**src/rtl/core/qlt_pkg.sv**
```systemverilog
`timescale 1ns / 1ps
// ----------------------------------------------------------------------------
// qlt_pkg
// Shared types and constants of the Q-learning table engine.
// ----------------------------------------------------------------------------
package qlt_pkg;

    localparam int NUM_STATES  = 256;
    localparam int MAX_ACTIONS = 8;

    localparam int ROW_W    = $clog2(NUM_STATES);
    localparam int ACT_W    = $clog2(MAX_ACTIONS);
    localparam int Q_DEPTH  = NUM_STATES * MAX_ACTIONS;
    localparam int Q_ADDR_W = $clog2(Q_DEPTH);
    localparam int CNT_W    = $clog2(MAX_ACTIONS + 1);

    localparam int OP_W     = 2;
    localparam int STATE_W  = 8;
    localparam int Q_W      = 32;
    localparam int PROB_W   = 17;
    localparam int NACT_W   = 4;
    localparam int MASK_W   = 8;
    localparam int RAND_W   = 16;
    localparam int PDATA_W  = 32;
    localparam int PADDR_W  = 4;

    localparam logic [PROB_W-1:0] ONE_Q16 = PROB_W'(65536);

    typedef enum logic [OP_W-1:0] {
        OP_SELECT = 2'd0,
        OP_UPDATE = 2'd1,
        OP_READ   = 2'd2,
        OP_WRITE  = 2'd3
    } t_op;

    typedef enum logic [1:0] {
        REG_GREEDY   = 2'd0,
        REG_LRATE    = 2'd1,
        REG_DISCOUNT = 2'd2,
        REG_NUM_ACT  = 2'd3
    } t_reg;

    // Source of a RAM read, carried along with the read to steer the data.
    typedef enum logic [1:0] {
        RD_ROW    = 2'd0,
        RD_NEXT   = 2'd1,
        RD_ENTRY  = 2'd2,
        RD_CHOSEN = 2'd3
    } t_rd_src;

    // Effective config; lrate, discount and num_act clamped to legal ranges.
    typedef struct packed {
        logic [PROB_W-1:0] greedy_prob;
        logic [PROB_W-1:0] lrate;
        logic [PROB_W-1:0] discount;
        logic [NACT_W-1:0] num_act;
    } t_cfg;

    typedef struct packed {
        logic                load;
        logic                rd_en;
        t_rd_src             rd_src;
        logic [ACT_W-1:0]    idx;
        logic                clr_en;
        logic [Q_ADDR_W-1:0] clr_addr;
        logic                pick;
        logic                choose;
        logic                mul1;
        logic                diff;
        logic                mul2;
        logic                upd_wr;
        logic                wval_wr;
        logic                res_load;
        t_op                 res_op;
    } t_cmd;

endpackage

```
**src/rtl/core/qlt_ctrl.sv**
```systemverilog
`timescale 1ns / 1ps
// ----------------------------------------------------------------------------
// qlt_ctrl
// Sequencer: clears the table after reset, then steps each request
// through its reads, pick, update arithmetic or write, and result.
// ----------------------------------------------------------------------------
module qlt_ctrl import qlt_pkg::*; (
    input  logic              i_clk,
    input  logic              i_rst_n,
    input  logic              i_start,
    input  logic [OP_W-1:0]   i_op,
    input  logic              i_end_of_episode,
    input  logic [NACT_W-1:0] i_num_act,
    output logic              o_busy,
    output logic              o_done,
    output t_cmd              o_cmd
);

    typedef enum logic [3:0] {
        S_CLEAR,
        S_IDLE,
        S_SCAN,
        S_RDQ,
        S_SCAN_N,
        S_SCAN_END,
        S_PICK,
        S_CHOOSE,
        S_RDC,
        S_MUL1,
        S_DIFF,
        S_MUL2,
        S_FINAL,
        S_WRITE,
        S_RESULT
    } t_state;

    t_state              r_state, n_state;
    logic [ACT_W-1:0]    r_idx, n_idx;
    logic [Q_ADDR_W-1:0] r_clr, n_clr;
    t_op                 r_op, n_op;
    logic                r_eoe, n_eoe;
    logic                r_done, n_done;
    logic                last_next;

    assign last_next = ({1'b0, r_idx} == (i_num_act - NACT_W'(1)));

    always_comb begin
        n_state = r_state;
        n_idx   = r_idx;
        n_clr   = r_clr;
        n_op    = r_op;
        n_eoe   = r_eoe;
        n_done  = 1'b0;
        o_cmd          = '0;
        o_cmd.idx      = r_idx;
        o_cmd.clr_addr = r_clr;
        o_cmd.res_op   = r_op;
        o_cmd.rd_src   = RD_ROW;

        unique case (r_state)
            S_CLEAR: begin
                o_cmd.clr_en = 1'b1;
                n_clr = r_clr + Q_ADDR_W'(1);
                if (r_clr == Q_ADDR_W'(Q_DEPTH - 1)) begin
                    n_state = S_IDLE;
                end
            end
            S_IDLE: begin
                if (i_start) begin
                    o_cmd.load = 1'b1;
                    n_op  = t_op'(i_op);
                    n_eoe = i_end_of_episode;
                    n_idx = '0;
                    unique case (t_op'(i_op))
                        OP_SELECT: n_state = S_SCAN;
                        OP_UPDATE: n_state = S_RDQ;
                        OP_READ:   n_state = S_RDQ;
                        OP_WRITE:  n_state = S_WRITE;
                        default:   n_state = S_IDLE;
                    endcase
                end
            end
            S_SCAN: begin
                o_cmd.rd_en  = 1'b1;
                o_cmd.rd_src = RD_ROW;
                n_idx = r_idx + ACT_W'(1);
                if (r_idx == ACT_W'(MAX_ACTIONS - 1)) begin
                    n_state = S_SCAN_END;
                end
            end
            S_RDQ: begin
                o_cmd.rd_en  = 1'b1;
                o_cmd.rd_src = RD_ENTRY;
                if (r_op == OP_READ) begin
                    n_state = S_RESULT;
                end else if (r_eoe) begin
                    n_state = S_SCAN_END;
                end else begin
                    n_state = S_SCAN_N;
                end
            end
            S_SCAN_N: begin
                o_cmd.rd_en  = 1'b1;
                o_cmd.rd_src = RD_NEXT;
                n_idx = r_idx + ACT_W'(1);
                if (last_next) begin
                    n_state = S_SCAN_END;
                end
            end
            S_SCAN_END: begin
                // The last read of the scan lands in this cycle.
                n_state = (r_op == OP_SELECT) ? S_PICK : S_MUL1;
            end
            S_PICK: begin
                o_cmd.pick = 1'b1;
                n_state = S_CHOOSE;
            end
            S_CHOOSE: begin
                o_cmd.choose = 1'b1;
                n_state = S_RDC;
            end
            S_RDC: begin
                o_cmd.rd_en  = 1'b1;
                o_cmd.rd_src = RD_CHOSEN;
                n_state = S_RESULT;
            end
            S_MUL1: begin
                o_cmd.mul1 = 1'b1;
                n_state = S_DIFF;
            end
            S_DIFF: begin
                o_cmd.diff = 1'b1;
                n_state = S_MUL2;
            end
            S_MUL2: begin
                o_cmd.mul2 = 1'b1;
                n_state = S_FINAL;
            end
            S_FINAL: begin
                o_cmd.upd_wr   = 1'b1;
                o_cmd.res_load = 1'b1;
                n_done  = 1'b1;
                n_state = S_IDLE;
            end
            S_WRITE: begin
                o_cmd.wval_wr  = 1'b1;
                o_cmd.res_load = 1'b1;
                n_done  = 1'b1;
                n_state = S_IDLE;
            end
            S_RESULT: begin
                o_cmd.res_load = 1'b1;
                n_done  = 1'b1;
                n_state = S_IDLE;
            end
            default: begin
                n_state = S_IDLE;
            end
        endcase
    end

    always_ff @(posedge i_clk) begin
        if (!i_rst_n) begin
            r_state <= S_CLEAR;
            r_idx   <= '0;
            r_clr   <= '0;
            r_op    <= OP_SELECT;
            r_eoe   <= 1'b0;
            r_done  <= 1'b0;
        end else begin
            r_state <= n_state;
            r_idx   <= n_idx;
            r_clr   <= n_clr;
            r_op    <= n_op;
            r_eoe   <= n_eoe;
            r_done  <= n_done;
        end
    end

    assign o_busy = (r_state != S_IDLE);
    assign o_done = r_done;

endmodule

```
**config.mk**
```make
export PLATFORM = sky130hd
export DESIGN_NAME = qlt_ctrl
export DESIGN_NICKNAME = d
export VERILOG_FILES = /design/src/rtl/core/qlt_pkg.sv /design/src/rtl/core/qlt_ctrl.sv
export SDC_FILE = /design/constraint.sdc
export NUM_CORES = 1
export LEC_CHECK = 0
export BUFFER_PORTS_ARGS = -buffer_cell sky130_fd_sc_hd__buf_2
export CORE_MARGIN = 2
export CORE_UTILIZATION = 42
export CTS_CLUSTER_DIAMETER = 120
export DETAILED_ROUTE_END_ITERATION = 7
export PLACE_DENSITY = 0.72
export SLEW_MARGIN = 25
export SYNTH_ARGS = -nofsm -noshare
export SYNTH_HDL_FRONTEND = slang
export SYNTH_SLANG_ARGS = --single-unit
```
**constraint.sdc**
```tcl
create_clock -name i_clk -period 1.9 [get_ports i_clk]
set_clock_uncertainty 0.05 [all_clocks]
set_input_delay 0 -clock i_clk [delete_from_list [all_inputs] [get_ports i_clk]]
set_output_delay 0 -clock i_clk [all_outputs]
set_load 0.005 [all_outputs]
```
==> results of run 1 <==
==> cell usage after synthesis (2+ instances only) <==
cell type / number
dfxtp_1: 22
nor2_1: 14
nand2_1: 12
and2_1: 10
nor2b_1: 9
xnor2_1: 9
a21oi_1: 7
clkbuf_1: 7
nand3_1: 7
mux2i_1: 5
xor2_1: 5
ha_1: 4
nand2b_1: 4
nand4_1: 4
o21ai_0: 4
a31oi_1: 3
inv_1: 3
nor3_1: 3
a22oi_1: 2
and3_1: 2
buf_2: 2
nand3b_1: 2
o21ai_1: 2
o311ai_0: 2
==> cell families after synthesis <==
family                   count (synthesis)  synth area share (%)
flip-flops                              22                 32.59
AND/OR/NAND/NOR                         75                 31.39
adder cells (fa/ha/maj)                  4                 3.704
buffers and inverters                   14                 4.908
multiplexers                             5                 3.704
XOR/XNOR                                14                 9.074
AO/OA/AOI/OAI                           30                 14.63
==> worst min-delay path by stage <==
| stage | startpoint | end | slack (ns) | cells after the start |
|---|---|---|---|---|
| CTS | i_rst_n | r_state[1] | 0.008 | 2 |
| detailed placement | i_end_of_episode | r_eoe | 0.22 | 3 |
| finish | i_rst_n | r_state[1] | 0.006 | 2 |
| global route | i_rst_n | r_state[1] | 0.02 | 2 |
| global placement | i_end_of_episode | r_eoe | 0.21 | 3 |
| floorplan | i_rst_n | r_clr[8] | 0.10 | 1 |
==> through the flow <==
step           cells  setup WS, ns  util, %  hold slack (ns)  total power [mW]
4_1_cts          256       0.01880    56.48         0.008151             1.702
2_1_floorplan    164        0.1169        -           0.1031             1.058
3_3_place_gp     249        0.1775    53.77           0.2073             1.298
6_report         256        0.1015    56.68         0.006221             1.703
3_5_place_dp     249        0.1078    53.77           0.2174             1.316
5_1_grt          256       0.03080    56.68          0.01962             1.812
==> flip-flops by register name, indices dropped and copies added, names as in the netlist <==
name and flops:
r_state 4, r_clr 11, r_eoe 1, r_idx 3, o_done 1, r_op 2
==> final cells by class <==
cell class	instances	area share [%]
multi-input combinational	128	49.02
sequential	22	25.60
timing repair buffer	55	18.51
tap	44	3.181
clock inverter	1	1.735
clock buffer	3	1.302
inverter	3	0.6508
==> critical path: cells and delay by family, from the launching register on <==
family / cells / cell delay [ns]
xor gates and xnor gates: 1 / 0.14
buffers and inverters: 3 / 0.52
DFF: 1 / 0.39
and+or+nand+nor: 2 / 0.37
==> metal layers <==
layer | track usage [%] | part of all wire, % | wire [µm]
met3 | 4.478 | 4.3 | 138
met2 | 34.10 | 51 | 1622
met1 | 22.66 | 44 | 1425
met5 | 0 | 0 | 0
met4 | 2.795 | 0.72 | 23
==> what timing repair did <==
action / in CTS / in global routing
resized for setup: 0 / 3
hold buffers: 3 / 0
hold endpoints to repair: 3 / 0
setup endpoints to repair: 0 / 4
==> cells in the final DEF, fill, tap and decap left out, types with 2 or more instances in the layout <==
cell	instances
ha_1	4
dlygate4sd3_1	3
nor2b_1	9
nor2_1	14
inv_1	3
o21ai_0	4
nand2_1	12
clkbuf_4	3
nand2b_1	4
xor2_1	5
dfxtp_1	20
mux2i_1	5
buf_2	40
xnor2_1	9
o311ai_0	2
a31oi_1	3
o21ai_1	2
nor3_1	3
dfxtp_2	2
nand3b_1	2
nand4_1	4
nand3_1	7
buf_4	12
and3_1	2
a22oi_1	2
and2_1	10
a21oi_1	6
==> power breakdown <==
part / internal (mW) / switching [mW] / total, mW
combinational: 0.358 / 0.370 / 0.728
clock: 0.214 / 0.167 / 0.380
sequential: 0.521 / 0.0733 / 0.595
total: 1.09 / 0.610 / 1.70
==> key figures, run 1 <==
Logic synthesis
  • YS warnings: 0
  • Main synth FF type: dfxtp_1
  • Syn avg cell area: 8.240 µm²
  • Asr flop ratio synth: 0%
  • Cell Area, Synth: 1351 µm²
  • Synth top area share: 32.59%
  • Synth area leaders: dfxtp_1 33%, xnor2_1 5.8%, and2_1 4.6%
  • Area leader, netlist: dfxtp_1
  • Register bit count reported by yosys: 22
  • Seq/Total Area, Yosys: 32.59%
  • Post-synth cell types: 44
  • Post-synth EDFFs: 0
  • Post-synthesis cell count: 164
  • Syn nets: between 150 and 200

GRT
  • Global-route wire length before repair: 5216 µm
  • Initial antenna violation count: 0
  • Pin count of the biggest net entering global routing: 23
  • Global Route Usage Sum: 18.68%
  • Number of global-route vias before repair: 1197
  • GRT overflow: 0

Timing
  • Setup TNS: 0 ns
  • Final Setup Violations: 0
  • RSZ-0062 raised after global routing: false
  • Final Hold Viols: 0
  • Minimum clock period: 1.799 ns
  • Fmax: ~560 MHz
  • Final Max Slew Viols: 0
  • Slew HR: 69.69%
  • Measured slew at the worst slew-check pin: 0.4513 ns
  • Share of the clock period used by the worst path: a little over nine tenths

Critical path
  • Worst-path maximum fanout: 18
  • Most used cell, CP: buf_4
  • Crit path to: o_cmd[27]
  • Worst EP required: 1.85 ns
  • CP Launch Type: register
  • Critical path launch point: r_state[2]
  • Worst reg2reg path depth: 6
  • Setup CP Type: register to output pin
  • Max stage delay on crit path: ~0.39 ns
  • Worst R2R Setup Slack: 0.18 ns
  • Origin of the critical flop-to-flop path: r_clr[1]
  • Critical-path top delay cell: dfxtp_1
  • Critical R2R Capture: r_state[1]
  • Worst-path cell chain: buf_4 -> xnor2_1 -> nor3_1 -> buf_4 -> or2_2 -> buf_2
  • Critical Path AT: 1.75 ns
  • CP Capture Type: output pin

Drt
  • Initial DRC Count: 55
  • Via count: 1343
  • DRT antenna net count: 0
  • Drt pass-1 iters: 4
  • Final WL: between 3000 and 4000 µm
  • Wire per inst: ~13 µm
  • DRC: 0
  • Vias per cell: 5.246

Clock tree
  • Worst-path clk slew: 0.14 ns
  • Clock Tree Buf Depth: 2
  • CTS Buf Count: 3
  • Setup Buffers After CTS: 0
  • Clk root buf: clkbuf_4
  • Clock sinks: 22
  • H-tree depth: 1
  • CTS tree: yes
  • Clock Latency Late Sink: 0.33 ns

Placement
  • Number of port buffers: 40
  • Dpl hpwl: 2413 µm
  • GP Congestion: 0.8865
  • Placed cell area: approximately 1600 µm²

Layout
  • Layout cell share with drive strength beyond 1: 29.72%
  • Layout Nets: roughly 230
  • Storage element area: 442.9 µm²
  • Fillcell total: between 300 and 400
  • Antenna cell count: 0
  • Final Cell Area: 1730 µm²
  • Area grow syn2layout: 28.06%
  • Multi-input logic area: about 850 µm²

Worst hold path
  • Hold Path Class: primary input to register

Die
  • Height of the die: about 61 µm
  • IO Pins: 41
  • Core Box Area: around 3100 µm²
  • FP Rows: 20
  • Die area: 3687 µm²
  • Die W: 60.72 µm
  • Initial Util: 44.26%

Pwr
  • Worst VDD drop: 0.5639 mV
  • P per Cell Area: about 980 nW/µm²
  • P_leak: 0.7785 nW

Job
  • Total of max-cap violations: 0

Run status
  • Status: finished, final reports clean
Power figures use the tool's default switching activity.
==> inputs of run 2 (changes only) <==
--- a/constraint.sdc
+++ b/constraint.sdc
@@ -4,2 +4,2 @@
 set_output_delay 0 -clock i_clk [all_outputs]
-set_load 0.005 [all_outputs]
+set_load 0.02 [all_outputs]
==> run 2 against run 1 <==
Die area unchanged. Highest routed layer unchanged. Global-route usage increased by 0.66 points. Combinational power increased by 8.8%. Largest cell class unchanged. Clock-buffer cell count unchanged. Final area decreased by 0.65%. Via count decreased by 0.30%. Final cell count decreased by 0.39%.
==> key figures, run 2 (synthesis results as in run 1) <==
GRT
  • Pin count of the biggest net entering global routing: 23 (unchanged)
  • GRT overflow: 0 (unchanged)
  • Global Route Usage Sum: 19.34% (was 18.68%)
  • Initial antenna violation count: 0 (unchanged)
  • Number of global-route vias before repair: 1281 (was 1197)
  • Global-route wire length before repair: 5430 µm (was 5216 µm)

Job
  • Total of max-cap violations: 0 (unchanged)

Layout
  • Antenna cell count: 0 (unchanged)
  • Largest regs: r_clr x11, r_state x4, r_idx x3 (unchanged)
  • Max FFs per register: 11 (unchanged)
  • Final cell count without fillers: 255 (was 256)
  • Area grow syn2layout: 27.22% (was 28.06%)
  • Layout Nets: 226 (was 227)
  • Layout cell share with drive strength beyond 1: 28.91% (was 29.72%)
  • Commonest non-fill, non-tap cell in the layout: buf_2 (unchanged)
  • Most frequent cells in the layout: 40 x buf_2, 20 x dfxtp_1, 14 x nor2_1 (unchanged)
  • Most flops, register: r_clr (unchanged)

Placement
  • Number of port buffers: 40 (unchanged)
  • Dpl hpwl: 2314 µm (was 2413 µm)
  • Inst Count DP: 248 (was 249)
  • GP Congestion: 0.8673 (was 0.8865)

Drt
  • Final WL: 3284 µm (was 3208 µm)
  • DRC: 0 (unchanged)
  • DRT antenna net count: 0 (unchanged)
  • Vias per cell: 5.251 (was 5.246)
  • Initial DRC Count: 60 (was 55)
  • Via count: 1339 (was 1343)
  • Drt pass-1 iters: 4 (unchanged)
  • Wire per inst: 12.88 µm (was 12.53 µm)

Clock tree
  • CTS Buf Count: 3 (unchanged)
  • Clock sinks: 22 (unchanged)
  • CTS tree: yes (unchanged)
  • H-tree depth: 1 (unchanged)
  • Clk root buf: clkbuf_4 (unchanged)
  • # resized after CTS: 0 (unchanged)
  • Clock Tree Buf Depth: 2 (unchanged)
  • Clock Latency Late Sink: 0.32 ns (was 0.33 ns)
  • Worst-path clk slew: 0.14 ns (about the same)

Critical path
  • Buffers and inverters on the worst path: 2 (was 3)
  • Critical-path top delay cell: dfxtp_1 (unchanged)
  • Worst-path maximum fanout: 9 (was 18)
  • Max stage delay on crit path: 0.40 ns (was 0.39 ns)
  • Setup CP Type: register to output pin (unchanged)
  • Cell family with most CP delay: simple AND/OR/NAND/NOR gates (was buffers and inverters)
  • Worst EP required: 1.85 ns (about the same)
  • Critical Path AT: 1.77 ns (was 1.75 ns)
  • CP Launch Type: register (unchanged)
  • CP Capture Type: output pin (unchanged)
  • Worst-path cell chain: buf_4 -> nor2b_1 -> and3_1 -> buf_2 (was buf_4 -> xnor2_1 -> nor3_1 -> buf_4 -> or2_2 -> buf_2)

Pwr
  • Worst VDD drop: 0.7472 mV (was 0.5639 mV)
  • P_leak: 0.7734 nW (was 0.7785 nW)
  • P per Cell Area: 1025 nW/µm² (was 984.0 nW/µm²)

Die
  • Initial Util: 44.26% (unchanged)
  • Height of the die: 60.72 µm (unchanged)
  • IO Pins: 41 (unchanged)
  • FP Rows: 20 (unchanged)
  • Core Box Area: 3053 µm² (unchanged)
  • Die area: 3687 µm² (unchanged)
  • Die W: 60.72 µm (unchanged)

Timing
  • Fmax: 548.7 MHz (was 556.0 MHz)
  • Final Setup Violations: 0 (unchanged)
  • Setup TNS: 0 ns (unchanged)
  • Final Hold Viols: 0 (unchanged)
  • Measured slew at the worst slew-check pin: 0.4781 ns (was 0.4513 ns)
  • RSZ-0062 raised after global routing: false (unchanged)
  • Slew HR: 67.89% (was 69.69%)
  • Minimum clock period: 1.823 ns (was 1.799 ns)
  • Final Max Slew Viols: 0 (unchanged)
  • Share of the clock period used by the worst path: 95.93% (was 94.66%)

Worst hold path
  • Hold Path Class: primary input to register (unchanged)

Run status
  • Status: finished, final reports clean (unchanged)
run 2: power breakdown:
group / total (mW) / switching, mW / internal (mW)
registers: 0.594 / 0.0719 / 0.522
clock network: 0.377 / 0.163 / 0.213
logic: 0.792 / 0.447 / 0.345
total: 1.76 / 0.682 / 1.08
run 2: area by class of cell:
class                   count  area, µm²
fillers                   310       1334
multi-input cells         128      844.6
clock buffers               3      22.52
well taps                  44      55.05
inverters                   3      11.26
flip-flops and latches     22      442.9
repair buffers             54      312.8
clock inverters             1      30.03
run 2: path summary, 6_finish.rpt:
check / from / endpoint / slack [ns] / cells after the start
min: i_rst_n / r_state[1] / 0.03 / 2
max: r_state[1] / o_cmd[28] / 0.08 / 4
max reg2reg: r_clr[0] / r_state[1] / 0.13 / 6
min reg2reg: r_clr[8] / r_clr[8] / 0.48 / 2
run 2: through the flow:
step	utilization, %	hold slack, ns	area [µm²]	worst slack (ns)	total power, mW
2_1_floorplan	-	0.1031	1354	0.04776	1.152
3_3_place_gp	53.61	0.2055	1637	0.1991	1.380
3_5_place_dp	53.61	0.2262	1637	0.1565	1.388
4_1_cts	56.31	0.03299	1719	0.08960	1.777
5_1_grt	56.31	0.04319	1719	0.0003191	1.884
6_report	56.31	0.02881	1719	0.07739	1.763
run 2: layer usage:
| metal | routed length [µm] | GRT usage (%) |
|---|---|---|
| met3 | 167 | 4.691 |
| met1 | 1465 | 23.57 |
| met5 | 0 | 0 |
| met4 | 17 | 3.416 |
| met2 | 1634 | 34.87 |
run 2: worst register-to-register path, stage by stage, from the launching register on:
cell     delay (ns)
dfxtp_2        0.39
ha_1           0.17
nand3_1        0.08
o31a_1         0.30
a21oi_1        0.23
nand2_1        0.12
o311a_1        0.36
run 2: what timing repair did:
item / 4_1_cts / 5_1_grt
buffers inserted: 0 / 0
hold endpoints to repair: 3 / 0
hold buffers: 3 / 0
