$ cat src/rtl/core/qlt_pkg.sv
`timescale 1ns / 1ps
// ----------------------------------------------------------------------------
// qlt_pkg
// Shared types and constants of the Q-learning table engine.
// ----------------------------------------------------------------------------
package qlt_pkg;

    localparam int NUM_STATES  = 256;
    localparam int MAX_ACTIONS = 8;

    localparam int ROW_W    = $clog2(NUM_STATES);
    localparam int ACT_W    = $clog2(MAX_ACTIONS);
    localparam int Q_DEPTH  = NUM_STATES * MAX_ACTIONS;
    localparam int Q_ADDR_W = $clog2(Q_DEPTH);
    localparam int CNT_W    = $clog2(MAX_ACTIONS + 1);

    localparam int OP_W     = 2;
    localparam int STATE_W  = 8;
    localparam int Q_W      = 32;
    localparam int PROB_W   = 17;
    localparam int NACT_W   = 4;
    localparam int MASK_W   = 8;
    localparam int RAND_W   = 16;
    localparam int PDATA_W  = 32;
    localparam int PADDR_W  = 4;

    localparam logic [PROB_W-1:0] ONE_Q16 = PROB_W'(65536);

    typedef enum logic [OP_W-1:0] {
        OP_SELECT = 2'd0,
        OP_UPDATE = 2'd1,
        OP_READ   = 2'd2,
        OP_WRITE  = 2'd3
    } t_op;

    typedef enum logic [1:0] {
        REG_GREEDY   = 2'd0,
        REG_LRATE    = 2'd1,
        REG_DISCOUNT = 2'd2,
        REG_NUM_ACT  = 2'd3
    } t_reg;

    // Source of a RAM read, carried along with the read to steer the data.
    typedef enum logic [1:0] {
        RD_ROW    = 2'd0,
        RD_NEXT   = 2'd1,
        RD_ENTRY  = 2'd2,
        RD_CHOSEN = 2'd3
    } t_rd_src;

    // Effective config; lrate, discount and num_act clamped to legal ranges.
    typedef struct packed {
        logic [PROB_W-1:0] greedy_prob;
        logic [PROB_W-1:0] lrate;
        logic [PROB_W-1:0] discount;
        logic [NACT_W-1:0] num_act;
    } t_cfg;

    typedef struct packed {
        logic                load;
        logic                rd_en;
        t_rd_src             rd_src;
        logic [ACT_W-1:0]    idx;
        logic                clr_en;
        logic [Q_ADDR_W-1:0] clr_addr;
        logic                pick;
        logic                choose;
        logic                mul1;
        logic                diff;
        logic                mul2;
        logic                upd_wr;
        logic                wval_wr;
        logic                res_load;
        t_op                 res_op;
    } t_cmd;

endpackage

$ cat src/rtl/core/qlt_cfg.sv
`timescale 1ns / 1ps
// ----------------------------------------------------------------------------
// qlt_cfg
// Configuration registers on the APB port, with range clamping.
// ----------------------------------------------------------------------------
module qlt_cfg import qlt_pkg::*; (
    input  logic               i_clk,
    input  logic               i_rst_n,
    input  logic               psel,
    input  logic               penable,
    input  logic               pwrite,
    input  logic [PADDR_W-1:0] paddr,
    input  logic [PDATA_W-1:0] pwdata,
    output logic [PDATA_W-1:0] prdata,
    output logic               pready,
    output t_cfg               o_cfg
);

    logic [PROB_W-1:0] r_greedy;
    logic [PROB_W-1:0] r_lrate;
    logic [PROB_W-1:0] r_discount;
    logic [NACT_W-1:0] r_num_act;
    logic              wr_en;
    t_reg              reg_sel;

    assign pready  = 1'b1;
    assign wr_en   = psel && penable && pwrite;
    assign reg_sel = t_reg'(paddr[3:2]);

    always_ff @(posedge i_clk) begin
        if (!i_rst_n) begin
            r_greedy   <= '0;
            r_lrate    <= PROB_W'(6554);
            r_discount <= PROB_W'(58982);
            r_num_act  <= NACT_W'(MAX_ACTIONS);
        end else if (wr_en) begin
            unique case (reg_sel)
                REG_GREEDY:   r_greedy   <= pwdata[PROB_W-1:0];
                REG_LRATE:    r_lrate    <= pwdata[PROB_W-1:0];
                REG_DISCOUNT: r_discount <= pwdata[PROB_W-1:0];
                REG_NUM_ACT:  r_num_act  <= pwdata[NACT_W-1:0];
                default:      ;
            endcase
        end
    end

    always_comb begin
        unique case (reg_sel)
            REG_GREEDY:   prdata = PDATA_W'(r_greedy);
            REG_LRATE:    prdata = PDATA_W'(r_lrate);
            REG_DISCOUNT: prdata = PDATA_W'(r_discount);
            REG_NUM_ACT:  prdata = PDATA_W'(r_num_act);
            default:      prdata = '0;
        endcase
    end

    // Rates above one act as one; an action count of zero acts as one.
    always_comb begin
        o_cfg.greedy_prob = r_greedy;
        o_cfg.lrate       = (r_lrate > ONE_Q16) ? ONE_Q16 : r_lrate;
        o_cfg.discount    = (r_discount > ONE_Q16) ? ONE_Q16 : r_discount;
        if (r_num_act == '0) begin
            o_cfg.num_act = NACT_W'(1);
        end else if (r_num_act > NACT_W'(MAX_ACTIONS)) begin
            o_cfg.num_act = NACT_W'(MAX_ACTIONS);
        end else begin
            o_cfg.num_act = r_num_act;
        end
    end

endmodule

$ cat config.mk
export PLATFORM = sky130hd
export DESIGN_NAME = qlt_cfg
export DESIGN_NICKNAME = d
export VERILOG_FILES = /design/src/rtl/core/qlt_pkg.sv /design/src/rtl/core/qlt_cfg.sv
export SDC_FILE = /design/constraint.sdc
export NUM_CORES = 1
export LEC_CHECK = 0
export ABC_AREA = 1
export BUFFER_PORTS_ARGS = -buffer_cell sky130_fd_sc_hd__buf_2
export CAP_MARGIN = 20
export CORE_MARGIN = 8
export CORE_UTILIZATION = 51
export DETAILED_ROUTE_END_ITERATION = 12
export GPL_ROUTABILITY_DRIVEN = 0
export PLACE_DENSITY = 0.86
export REMOVE_ABC_BUFFERS = 1
export SLEW_MARGIN = 25
export SYNTH_ARGS = -nofsm -noshare
export SYNTH_HDL_FRONTEND = slang
export SYNTH_SLANG_ARGS = --single-unit
$ cat constraint.sdc
create_clock -name i_clk -period 2.4 [get_ports i_clk]
set_input_delay 0 -clock i_clk [delete_from_list [all_inputs] [get_ports i_clk]]
set_output_delay 0 -clock i_clk [all_outputs]
set_load 0.01 [all_outputs]
==> results of run 1 <==
[final timing paths]
path	slack, ns	start	cells past startpoint	to
worst max register to register	1.17	r_lrate[16]	2	r_lrate[16]
worst max-delay path	0.53	r_lrate[10]	6	o_cfg[33]
worst min-delay path	0.25	paddr[3]	5	r_num_act[3]
worst min register to register	0.54	r_greedy[14]	2	r_greedy[14]
[layer usage]
| layer | global-route usage (%) | vias to the layer above | share of wire [%] |
|---|---|---|---|
| met5 | 0 | - | 0 |
| met4 | 4.02 | 0 | 0.23 |
| met3 | 8.65 | 2 | 11 |
| met2 | 35.6 | 159 | 46 |
| met1 | 25.0 | 1369 | 42 |
| li1 | - | 1486 | - |
[synthesized netlist by cell type]
master	number
sky130_fd_sc_hd__o21ai_1	18
sky130_fd_sc_hd__nor2_4	3
sky130_fd_sc_hd__nor2_1	90
sky130_fd_sc_hd__inv_4	1
sky130_fd_sc_hd__nand3_1	2
sky130_fd_sc_hd__nor2_2	10
sky130_fd_sc_hd__dfxtp_1	55
sky130_fd_sc_hd__o221ai_1	12
sky130_fd_sc_hd__inv_1	40
sky130_fd_sc_hd__nand3_2	1
sky130_fd_sc_hd__conb_1	2
sky130_fd_sc_hd__o2111ai_1	4
sky130_fd_sc_hd__a21oi_1	33
sky130_fd_sc_hd__buf_6	3
sky130_fd_sc_hd__o21ai_0	20
sky130_fd_sc_hd__inv_2	3
sky130_fd_sc_hd__nor2_8	1
sky130_fd_sc_hd__buf_2	5
sky130_fd_sc_hd__nand2_2	2
sky130_fd_sc_hd__o211ai_1	16
sky130_fd_sc_hd__nand2_1	56
sky130_fd_sc_hd__clkbuf_1	13
sky130_fd_sc_hd__buf_4	19
[stage by stage]
step | hold WS, ns | power [mW] | utilization (%) | setup WS (ns) | instances
finish | 0.252 | 1.80 | 64.4 | 0.527 | 577
global route | 0.323 | 1.87 | 64.4 | 0.372 | 577
CTS | 0.248 | 1.80 | 64.4 | 0.542 | 577
detailed placement | 0.251 | 1.19 | 59.4 | 0.889 | 553
global placement | 0.250 | 1.19 | 59.4 | 0.898 | 553
floorplan | 0.0847 | 1.08 | - | 1.35 | 383
[area by class of cell]
cell class	instances	area, um^2	area share, %
Tap cell	72	90.1	2.57
Timing Repair Buffer	115	668	19.1
Sequential cell	55	1100	31.4
Inverter	44	168	4.79
Clock buffer	6	72.6	2.07
Clock inverter	1	30.0	0.857
Multi-Input combinational cell	284	1370	39.2
[kinds of logic after synthesis]
| group | after synthesis |
|---|---|
| and+or+nand+nor | 165 |
| AOI/OAI and AO/OA | 103 |
| buffers and inverters | 84 |
| DFF | 55 |
| other | 2 |
[state kept, by name (all words and copies together), names as in the netlist]
register / cells
r_num_act: 4
r_discount: 17
r_lrate: 17
r_greedy: 17
[timing repair]
item	CTS	global route
buffers inserted	0	0
endpoints found under the hold margin	47	0
resized for setup	0	0
hold buffers	17	0
[critical path: cells and delay by family, from the launching register on]
kind	cells	cell delay, ns
AND/OR/NAND/NOR	4	0.76
buffers and inverters	1	0.17
flip-flops	1	0.33
AO/OA/AOI/OAI	1	0.32
[report_power, final]
group | internal (mW) | total (mW) | switching (mW) | leakage, nW
sequential | 0.932 | 0.951 | 0.0188 | 0.446
clock | 0.307 | 0.600 | 0.293 | 0.0513
combinational | 0.0939 | 0.245 | 0.151 | 1.26
==> run summary, run 1 <==
The category of the worst setup path launch point was a flop. Entering global routing, the biggest net connects 56 pins. In the final layout, the share of cells above drive strength 1 is 24.8%. The initial core utilization is 52.2%. The critical path class is flop to output port. The synthesized netlist devotes 24.5% of its cell area to simple gates. For this run the aggregate overflow at the end of global routing stands at 0. The data arrival time at the worst-slack endpoint was 1.87 ns. The largest driver fanout on the critical path is 16, and the mean instance size in the synthesized netlist is 6.94 um^2. Cell row count: 27. The final routed DRC violation total is 0, and the register bit total from synthesis is 55.

The via count was 3016; the area enclosed by the die boundary was 8210 um^2. The chip width was 90.6 um; the wire length of the first global-routing pass was 14.5 mm. Summed over all layers, the routed wires come to 8.94 mm. Ranked by total cell area, the synthesized netlist is headed by sky130_fd_sc_hd__dfxtp_1, sky130_fd_sc_hd__nor2_1, sky130_fd_sc_hd__nand2_1.

CTS saw 55 sinks. The min-delay analysis places its worst path in the category input pin to flop. In this design, the stage delay of the slowest critical-path cell is 0.42 ns. Counting the fill cells in the layout gives 510. In this run the remaining antenna-violating nets after routing total 0. The worst-case headroom to the max-slew limit was 41.6%.

The number of warnings issued by yosys is 0. The tools report the summed instance area of the synthesized netlist as 2840 um^2. The design area is 3500 um^2, and the post-synthesis share of cell area spent on full adders, half adders and majority gates is 0%.

In this run, CTS created clock tree buffers numbering 5. At the pin with the least slew margin, the transition time is 0.876 ns. In the layout the commonest cells are sky130_fd_sc_hd__buf_2, sky130_fd_sc_hd__nor2_1, sky130_fd_sc_hd__nand2_1.

No sink is reached through more buffers than the 2 on the longest clock path. For the total track usage, the log shows 21.3%. The worst path needs 1.87 ns of the cycle, external delays included. The run finished with clean final reports. The post-synthesis sequential area ratio was 38.8%; the share of synthesized area spent on multiplexers was 0%.

The via count of the first global-routing pass was 2969. Setup repair after global routing left no endpoint under its margin. The synthesized netlist devotes 21.7% of its cell area to compound gates. For the count of final hold-check violations, the log shows 0.

The clock insertion delay at the later pin of the skew report is 0.30 ns. After clock tree synthesis, the clock-pin slew on the worst setup and hold paths is 0.10 ns. In this run the static leakage power is 1.76 nW. The HPWL after detailed placement is 6.10 mm. The cell type of the slowest stage on the worst timing path is sky130_fd_sc_hd__nand2_1.

Summing the areas of all xor and xnor instances in the mapped netlist gives 0% of the synthesized area. The logs give 5 for the number of iterations in the first detailed-routing pass and 2 for the CTS H-tree depth. At the worst endpoint, the required time is 2.40 ns. The maximum clock skew at final layout came out at 0 ns. TritonCTS built the clock tree.

After synthesis, the largest family of logic cells by area is simple AND/OR/NAND/NOR gates. The tools report the placement-stage cell area as 3230 um^2. The tree is rooted in a sky130_fd_sc_hd__clkbuf_8.

Dividing total power by cell area gives a power density of 513 nW/um^2. The number of pins with negative max-slew slack in the final report was 0; the synthesis-to-finish area growth was 23.4%. Summed over its instances, the top area cell type makes up 38.8% of the synthesized netlist area.

For the maximum ir drop on the vdd rail, the log shows 0.000335 V. The nature of the critical path endpoint was an output port. The via density per instance works out to 5.23. The net count of the finished layout is 546. After routing, the total negative slack on setup checks comes to 0 ns.

Yosys mapped the design onto 23 distinct sky130hd cell types. The core region is 5440 um^2. The most frequent standard cell in the layout excluding fill and tap cells was sky130_fd_sc_hd__buf_2. The tools report the diode insertion count for antenna repair as 0. The critical path goes through nor2_1 -> nand2_1 -> nor2_1 -> nand2_1 -> a21oi_1 -> buf_2.

Counting every instance in the synthesized netlist gives 409. For this design the top-level I/O count stands at 129. The setup-violating endpoint count in the final report was 0; the iteration-0 DRC count of the detailed router was 249. The number of maximum-capacitance violations came out at 0. After detailed routing, the average wire length per cell comes to 15.5 um.

The share of the cycle needed by the critical path after routing was 78.1%; the maximum frequency from static timing analysis was 534 MHz. The library cell with the largest summed area after synthesis is sky130_fd_sc_hd__dfxtp_1. The die is 90.6 um tall. Port buffering added 95 buffers. The initial antenna violation count was 0.
Note: power is estimated with default switching activity, not from simulation.
==> run 2: changes to the inputs <==
- CORE_UTILIZATION: 51 -> 47
- PLACE_DENSITY: 0.86 -> 0.8
- clock period: 2.4 -> 1.8 ns (I/O delays scaled with it)
==> run summary, run 2 (synthesized netlist as in run 1, its figures left out) <==
The flow ran to the end, and the final reports show no timing, DRC or antenna violations. I/O pin total: 129 (unchanged). The run gives 3320 um^2 (+2.8%) as the placement-stage cell area. For the total congestion overflow, the log shows 0 (unchanged).

The library cells used most frequently in the layout, excluding fill and tap cells, are sky130_fd_sc_hd__buf_2, sky130_fd_sc_hd__nor2_1, sky130_fd_sc_hd__nand2_1, sky130_fd_sc_hd__dfxtp_1, sky130_fd_sc_hd__inv_1. Routed length per instance: 15.6 um (+0.72%). Setup repair after global routing left no endpoint under its margin. The tools report the clock insertion delay at the later pin of the skew report as 0.30 ns (about the same). In this design, the critical path's most frequently occurring cell is sky130_fd_sc_hd__nor2_1.

The half-perimeter wire length of the detailed placement result came out at 6.40 mm (+5.0%). The post-layout minimum cycle time is 1.63 ns. The slowest stage of the critical path belongs to the cell sky130_fd_sc_hd__dfxtp_1. The cell sitting at the root of the clock tree is a sky130_fd_sc_hd__clkbuf_8. The tools report the design area as 3580 um^2 (+2.2%).

The setup-violating endpoint count in the final report was 0 (unchanged). The worst setup path is of the flop to output port kind. Via count: 3047 (+1.0%).

Compared with the post-synthesis result, the final layout area differs by 26.0%. The wire length of the first global-routing pass came out at 14.7 mm (+0.95%). The initial antenna violation count came out at 0 (unchanged). The run gives 2 (unchanged) as the CTS H-tree depth. The run gives 0.82 ns (-0.35 ns) as the register-to-register path setup slack. The logs give 556 (+1.8%) for the number of nets in the finished design and 2 (unchanged) for the number of buffers between clock root and the deepest sink.

In the finished design, the share of the clock period the worst path needs comes to 90.7%. In the final layout, the registers with the most flip-flops are r_discount x17, r_greedy x17, r_lrate x17. The run gives 0 (unchanged) as the antenna violation net count after detailed routing.

The via count of the first global-routing pass came out at 2932 (-1.2%). The worst hold path belongs to the class input pin to flop. The total detailed-routing wirelength was 9.19 mm (+2.8%). The number of pins with negative max-slew slack in the final report was 0 (unchanged). The total buffers and inverters traversed by the critical path is 2 (+1), and the maximum number of pins on one net before global-route repair is 32 (-43%).

The largest driver fanout on the critical path is 9 (-7), and the smallest setup slack after layout is 0.168 ns (-0.359 ns). The critical path goes through nor2_1 -> nand2_1 -> nor2_1 -> nand2_2 -> buf_4 -> a21oi_1 -> buf_2. The tools report the initial core utilization as 48.2% (-4.0 points).

The iteration-0 DRC count of the detailed router was 200 (-20%). The run gives 5 (unchanged) as the number of iterations in the first detailed-routing pass. The logs give 5 (unchanged) for the number of CTS-inserted buffers and 0 (unchanged) for the number of maximum-capacitance violations.

The diode insertion count for antenna repair was 0 (unchanged); the total power per unit cell area was 629 nW/um^2 (+23%). The data required time of the critical path was 1.80 ns (-0.60 ns); the data arrival time at the worst-slack endpoint was 1.63 ns (-0.24 ns). Number of buffer cells added on primary ports: 95 (unchanged). The summed negative setup slack over all endpoints was 0 ns (unchanged). The cell total after placement is 564 (+2.0%). STA classifies the critical path endpoint as an output port. The cell leakage power is 1.80 nW (+2.3%), and the maximum ir drop on the vdd rail is 0.000373 V (+11%).

The clock edge transition at the registers on the reported setup and hold paths was 0.10 ns (about the same); the total power after layout was 2.25 mW (+25%). The cell row count came out at 28 (+3.7%). The tools report the core area as 5890 um^2 (+8.2%). The via density per instance came out at 5.17 (-1.0%). Cell family contributing the most delay on the critical path: simple AND/OR/NAND/NOR gates.

The maximum clock skew at final layout is 0 ns (unchanged). The chip width was 93.7 um (+3.4%). The category of the worst setup path launch point was a flop. Pre-CTS setup slack: 0.381 ns (-0.508 ns). Y dimension of the die: 93.7 um (+3.4%). The worst hold slack across all endpoints came out at 0.114 ns (-0.138 ns). Final cell count without fillers: 589 (+2.1%). The stage delay of the slowest cell on the critical path is 0.36 ns (-0.06 ns). The count of final hold-check violations is 0 (unchanged), and the share of post-route cells with drive strength above 1 is 26.3% (+1.5 points).

The maximum frequency from static timing analysis was 613 MHz. Area enclosed by the die boundary: 8780 um^2 (+7.0%). The final routed DRC violation total came out at 0 (unchanged). TritonCTS built the clock tree. The run gives 20.8% (-0.47 points) as the total track usage. The number of sinks driven by the clock tree is 55 (unchanged). The core occupancy in the finished layout came out at 60.8% (-3.6 points). The most frequent standard cell in the layout excluding fill and tap cells is sky130_fd_sc_hd__buf_2.
[run 2: timing repair]
item                       in CTS  in global routing
setup endpoints to repair       0                 10
buffers inserted                0                  2
hold endpoints to repair       49                  0
hold buffers                   17                  0
resized for setup               0                  1
[run 2: path summary, 6_finish.rpt]
path / start / to / cells past startpoint
max: r_lrate[2] / o_cfg[25] / 7
max reg2reg: r_discount[16] / r_discount[16] / 3
min: i_rst_n / r_num_act[3] / 2
min reg2reg: r_greedy[12] / r_greedy[12] / 2
[run 2: worst reg2reg max path, stage by stage, from the launching register on]
cell and delay, ns:
sky130_fd_sc_hd__dfxtp_1 0.46, sky130_fd_sc_hd__buf_4 0.27, sky130_fd_sc_hd__o21ai_0 0.11, sky130_fd_sc_hd__nor2_1 0.09
[run 2: cell type report]
cell class / instances / area, um^2
fillers: 584 / 2310
inverters: 44 / 168
repair buffers: 125 / 768
well taps: 75 / 93.8
multi-input cells: 284 / 1380
clock buffers: 6 / 72.6
flip-flops and latches: 55 / 1100
[run 2: routing by layer]
metal	global-route usage [%]	part of all wire, %	vias up
met5	0	0	-
met4	5.28	0.97	0
met3	5.36	9.2	7
met2	35.0	47	141
met1	25.7	43	1399
li1	-	-	1500
[run 2: power by group]
part / switching [mW] / leakage (nW) / total [mW] / internal, mW
combinational: 0.208 / 1.31 / 0.341 / 0.134
sequential: 0.0211 / 0.446 / 1.26 / 1.24
clock: 0.386 / 0.0371 / 0.648 / 0.261
==> run 3: changes to the inputs <==
- HOLD_SLACK_MARGIN: not set -> 0.12
- SETUP_SLACK_MARGIN: not set -> 0.5
==> run summary, run 3 (synthesized netlist as in run 1, its figures left out) <==
Walking the worst path, the cells encountered are nor2_2 -> nand2_1 -> nor2_2 -> nand2_4 -> buf_6 -> a21oi_2 -> buf_2. The logs give 28 (unchanged) for the cell row count and 9.59 mm (+4.3%) for the total detailed-routing wirelength. Total track usage: 21.4% (+0.57 points). The largest registers in the layout are r_discount x17, r_greedy x17, r_lrate x17. In this run the most critical hold path is launched from i_rst_n. Leaving out fill and tap cells, the most frequent cell in the layout is sky130_fd_sc_hd__buf_2. The number of buffer cells added on primary ports came out at 95 (unchanged). The antenna violation net count after detailed routing was 0 (unchanged); the via count of the first global-routing pass was 3055 (+4.2%).

The logs give 48.2% (unchanged) for the initial core utilization and 0 (unchanged) for the setup-violating endpoint count in the final report. Number of buffers between clock root and the deepest sink: 2 (unchanged). Share of post-route cells with drive strength above 1: 38.8% (+13 points). The run gives 565 (+1.6%) as the number of nets in the finished design.

The cell family contributing the most delay on the critical path was simple AND/OR/NAND/NOR gates. For the area enclosed by the die boundary, the log shows 8780 um^2 (unchanged). The count of final hold-check violations was 0 (unchanged); the routed length per instance was 16.0 um (+2.7%). The summed negative setup slack over all endpoints was 0 ns (unchanged); the number of pins with negative max-slew slack in the final report was 0 (unchanged). The data required time of the critical path came out at 1.80 ns (about the same). The maximum frequency from static timing analysis came out at 661 MHz (+7.9%). The number of iterations in the first detailed-routing pass is 4 (-1), and the register-to-register path setup slack is 0.76 ns (-0.06 ns). The worst setup path is captured at an output port. For this design, the slowest cell found on the critical path is sky130_fd_sc_hd__dfxtp_2.

The CTS H-tree depth was 2 (unchanged); the clock edge transition at the registers on the reported setup and hold paths was 0.10 ns (about the same). The I/O pin total is 129 (unchanged). The total power per unit cell area is 578 nW/um^2 (-8.2%), and the via density per instance is 5.23 (+1.1%). The iteration-0 DRC count of the detailed router was 196 (-2.0%); the number of sinks driven by the clock tree was 55 (unchanged). The run gives 0.116 ns (+0.00175 ns) as the worst hold slack across all endpoints. For the diode insertion count for antenna repair, the log shows 0 (unchanged).

For the core area, the log shows 5890 um^2 (unchanged). The cell leakage power was 1.93 nW (+7.6%). The data arrival time at the worst-slack endpoint is 1.51 ns (-0.12 ns). The run gives 0 (unchanged) as the initial antenna violation count. The worst setup path is launched from a flop. The cell sitting at the root of the clock tree is a sky130_fd_sc_hd__clkbuf_8. TritonCTS built the clock tree. The wire length of the first global-routing pass is 15.1 mm (+3.2%), and the number of CTS-inserted buffers is 5 (unchanged). The placement-stage cell area is 3320 um^2 (unchanged).

The path class of the tightest hold or removal check is input pin to flop. The total buffers and inverters traversed by the critical path is 2 (unchanged). The final routed DRC violation total is 0 (unchanged). The tools report the design area as 3950 um^2 (+10%). Setup repair after global routing could not meet its margin everywhere. The post-layout minimum cycle time is 1.51 ns (-0.120 ns). The tools report the maximum number of pins on one net before global-route repair as 32 (unchanged). The run gives 67.1% (+6.3 points) as the core occupancy in the finished layout. The chip width came out at 93.7 um (unchanged). The most used cell along the critical path was sky130_fd_sc_hd__nor2_2. The half-perimeter wire length of the detailed placement result was 6.40 mm (unchanged); the synthesis-to-finish area growth was 39.0%. The via count was 3128 (+2.7%); the share of the cycle needed by the critical path after routing was 84.0% (-6.6 points).

In the layout the commonest cells are sky130_fd_sc_hd__buf_2, sky130_fd_sc_hd__nor2_1, sky130_fd_sc_hd__nand2_1. The total congestion overflow is 0 (unchanged), and the logic depth of the worst register-to-register path is 3 (unchanged). The stage delay of the slowest cell on the critical path was 0.34 ns (-0.02 ns).

The worst register-to-register path begins at r_discount[16]. The depth of the worst hold-timing path was 2 (unchanged). The smallest setup slack after layout was 0.288 ns (+0.120 ns); the y dimension of the die was 93.7 um (unchanged). The number of maximum-capacitance violations was 0 (unchanged). The terminus of the critical flop-to-flop path was r_discount[16]. The setup path with the least slack is of type flop to output port. For the maximum clock skew at final layout, the log shows 0 ns (unchanged). The tools report the pre-CTS setup slack as 0.381 ns (unchanged). The maximum ir drop on the vdd rail came out at 0.000381 V (+2.1%). The largest driver fanout on the critical path was 6 (-3). The worst hold path terminates at r_num_act[3]. The clock insertion delay at the later pin of the skew report is 0.31 ns (about the same). The run finished with clean final reports.
-- run 3: changes by cell type in the layout (fill, tap and decap cells not counted), sizes merged --
cell and change:
buf +8, clkbuf +1
-- run 3: layout make-up --
class	count	area, um^2
Fill cell	516	1940
Multi-Input combinational cell	284	1570
Sequential cell	55	1120
Timing Repair Buffer	134	918
Inverter	44	168
Tap cell	75	93.8
Clock buffer	6	72.6
-- run 3: what timing repair did --
| action | 4_1_cts | 5_1_grt |
|---|---|---|
| endpoints found under the hold margin | 55 | 0 |
| setup endpoints to repair | 33 | 34 |
| resized for setup | 32 | 52 |
| hold buffers | 17 | 0 |
| pin swaps | 4 | 10 |
| cloned | 1 | 1 |
| setup buffers | 5 | 4 |
-- run 3: report_power, final --
group / total [mW] / switching (mW) / internal (mW)
registers: 1.26 / 0.0214 / 1.24
logic: 0.369 / 0.220 / 0.149
clock network: 0.648 / 0.387 / 0.261
-- run 3: how the worst max path moves through the flow --
stage | start | endpoint | cells past startpoint | slack (ns)
6_report | r_lrate[14] | o_cfg[30] | 7 | 0.29
4_1_cts | r_lrate[0] | o_cfg[26] | 7 | 0.30
2_1_floorplan | r_lrate[10] | o_cfg[21] | 5 | 0.75
3_3_place_gp | r_lrate[5] | o_cfg[22] | 7 | 0.41
3_5_place_dp | r_lrate[2] | o_cfg[26] | 7 | 0.38
5_1_grt | r_lrate[14] | o_cfg[30] | 7 | 0.22
-- run 3: worst reg2reg max path: stages (launching register included) --
cell and delay, ns:
sky130_fd_sc_hd__dfxtp_2 0.50, sky130_fd_sc_hd__buf_6 0.27, sky130_fd_sc_hd__o21ai_0 0.12, sky130_fd_sc_hd__nor2_1 0.09
-- run 3: layer usage --
metal | wire length [um] | share of wire (%) | track usage [%]
met1 | 4070 | 42 | 26.2
met2 | 4490 | 47 | 35.8
met3 | 903 | 9.4 | 5.84
met4 | 120 | 1.3 | 5.81
met5 | 0 | 0 | 0
-- run 3: through the flow --
stage / total power [mW] / instances
after floorplan: 1.44 / 383
after global placement: 1.60 / 564
after detailed placement: 1.60 / 564
after CTS: 2.26 / 593
after global routing: 2.37 / 598
final: 2.28 / 598
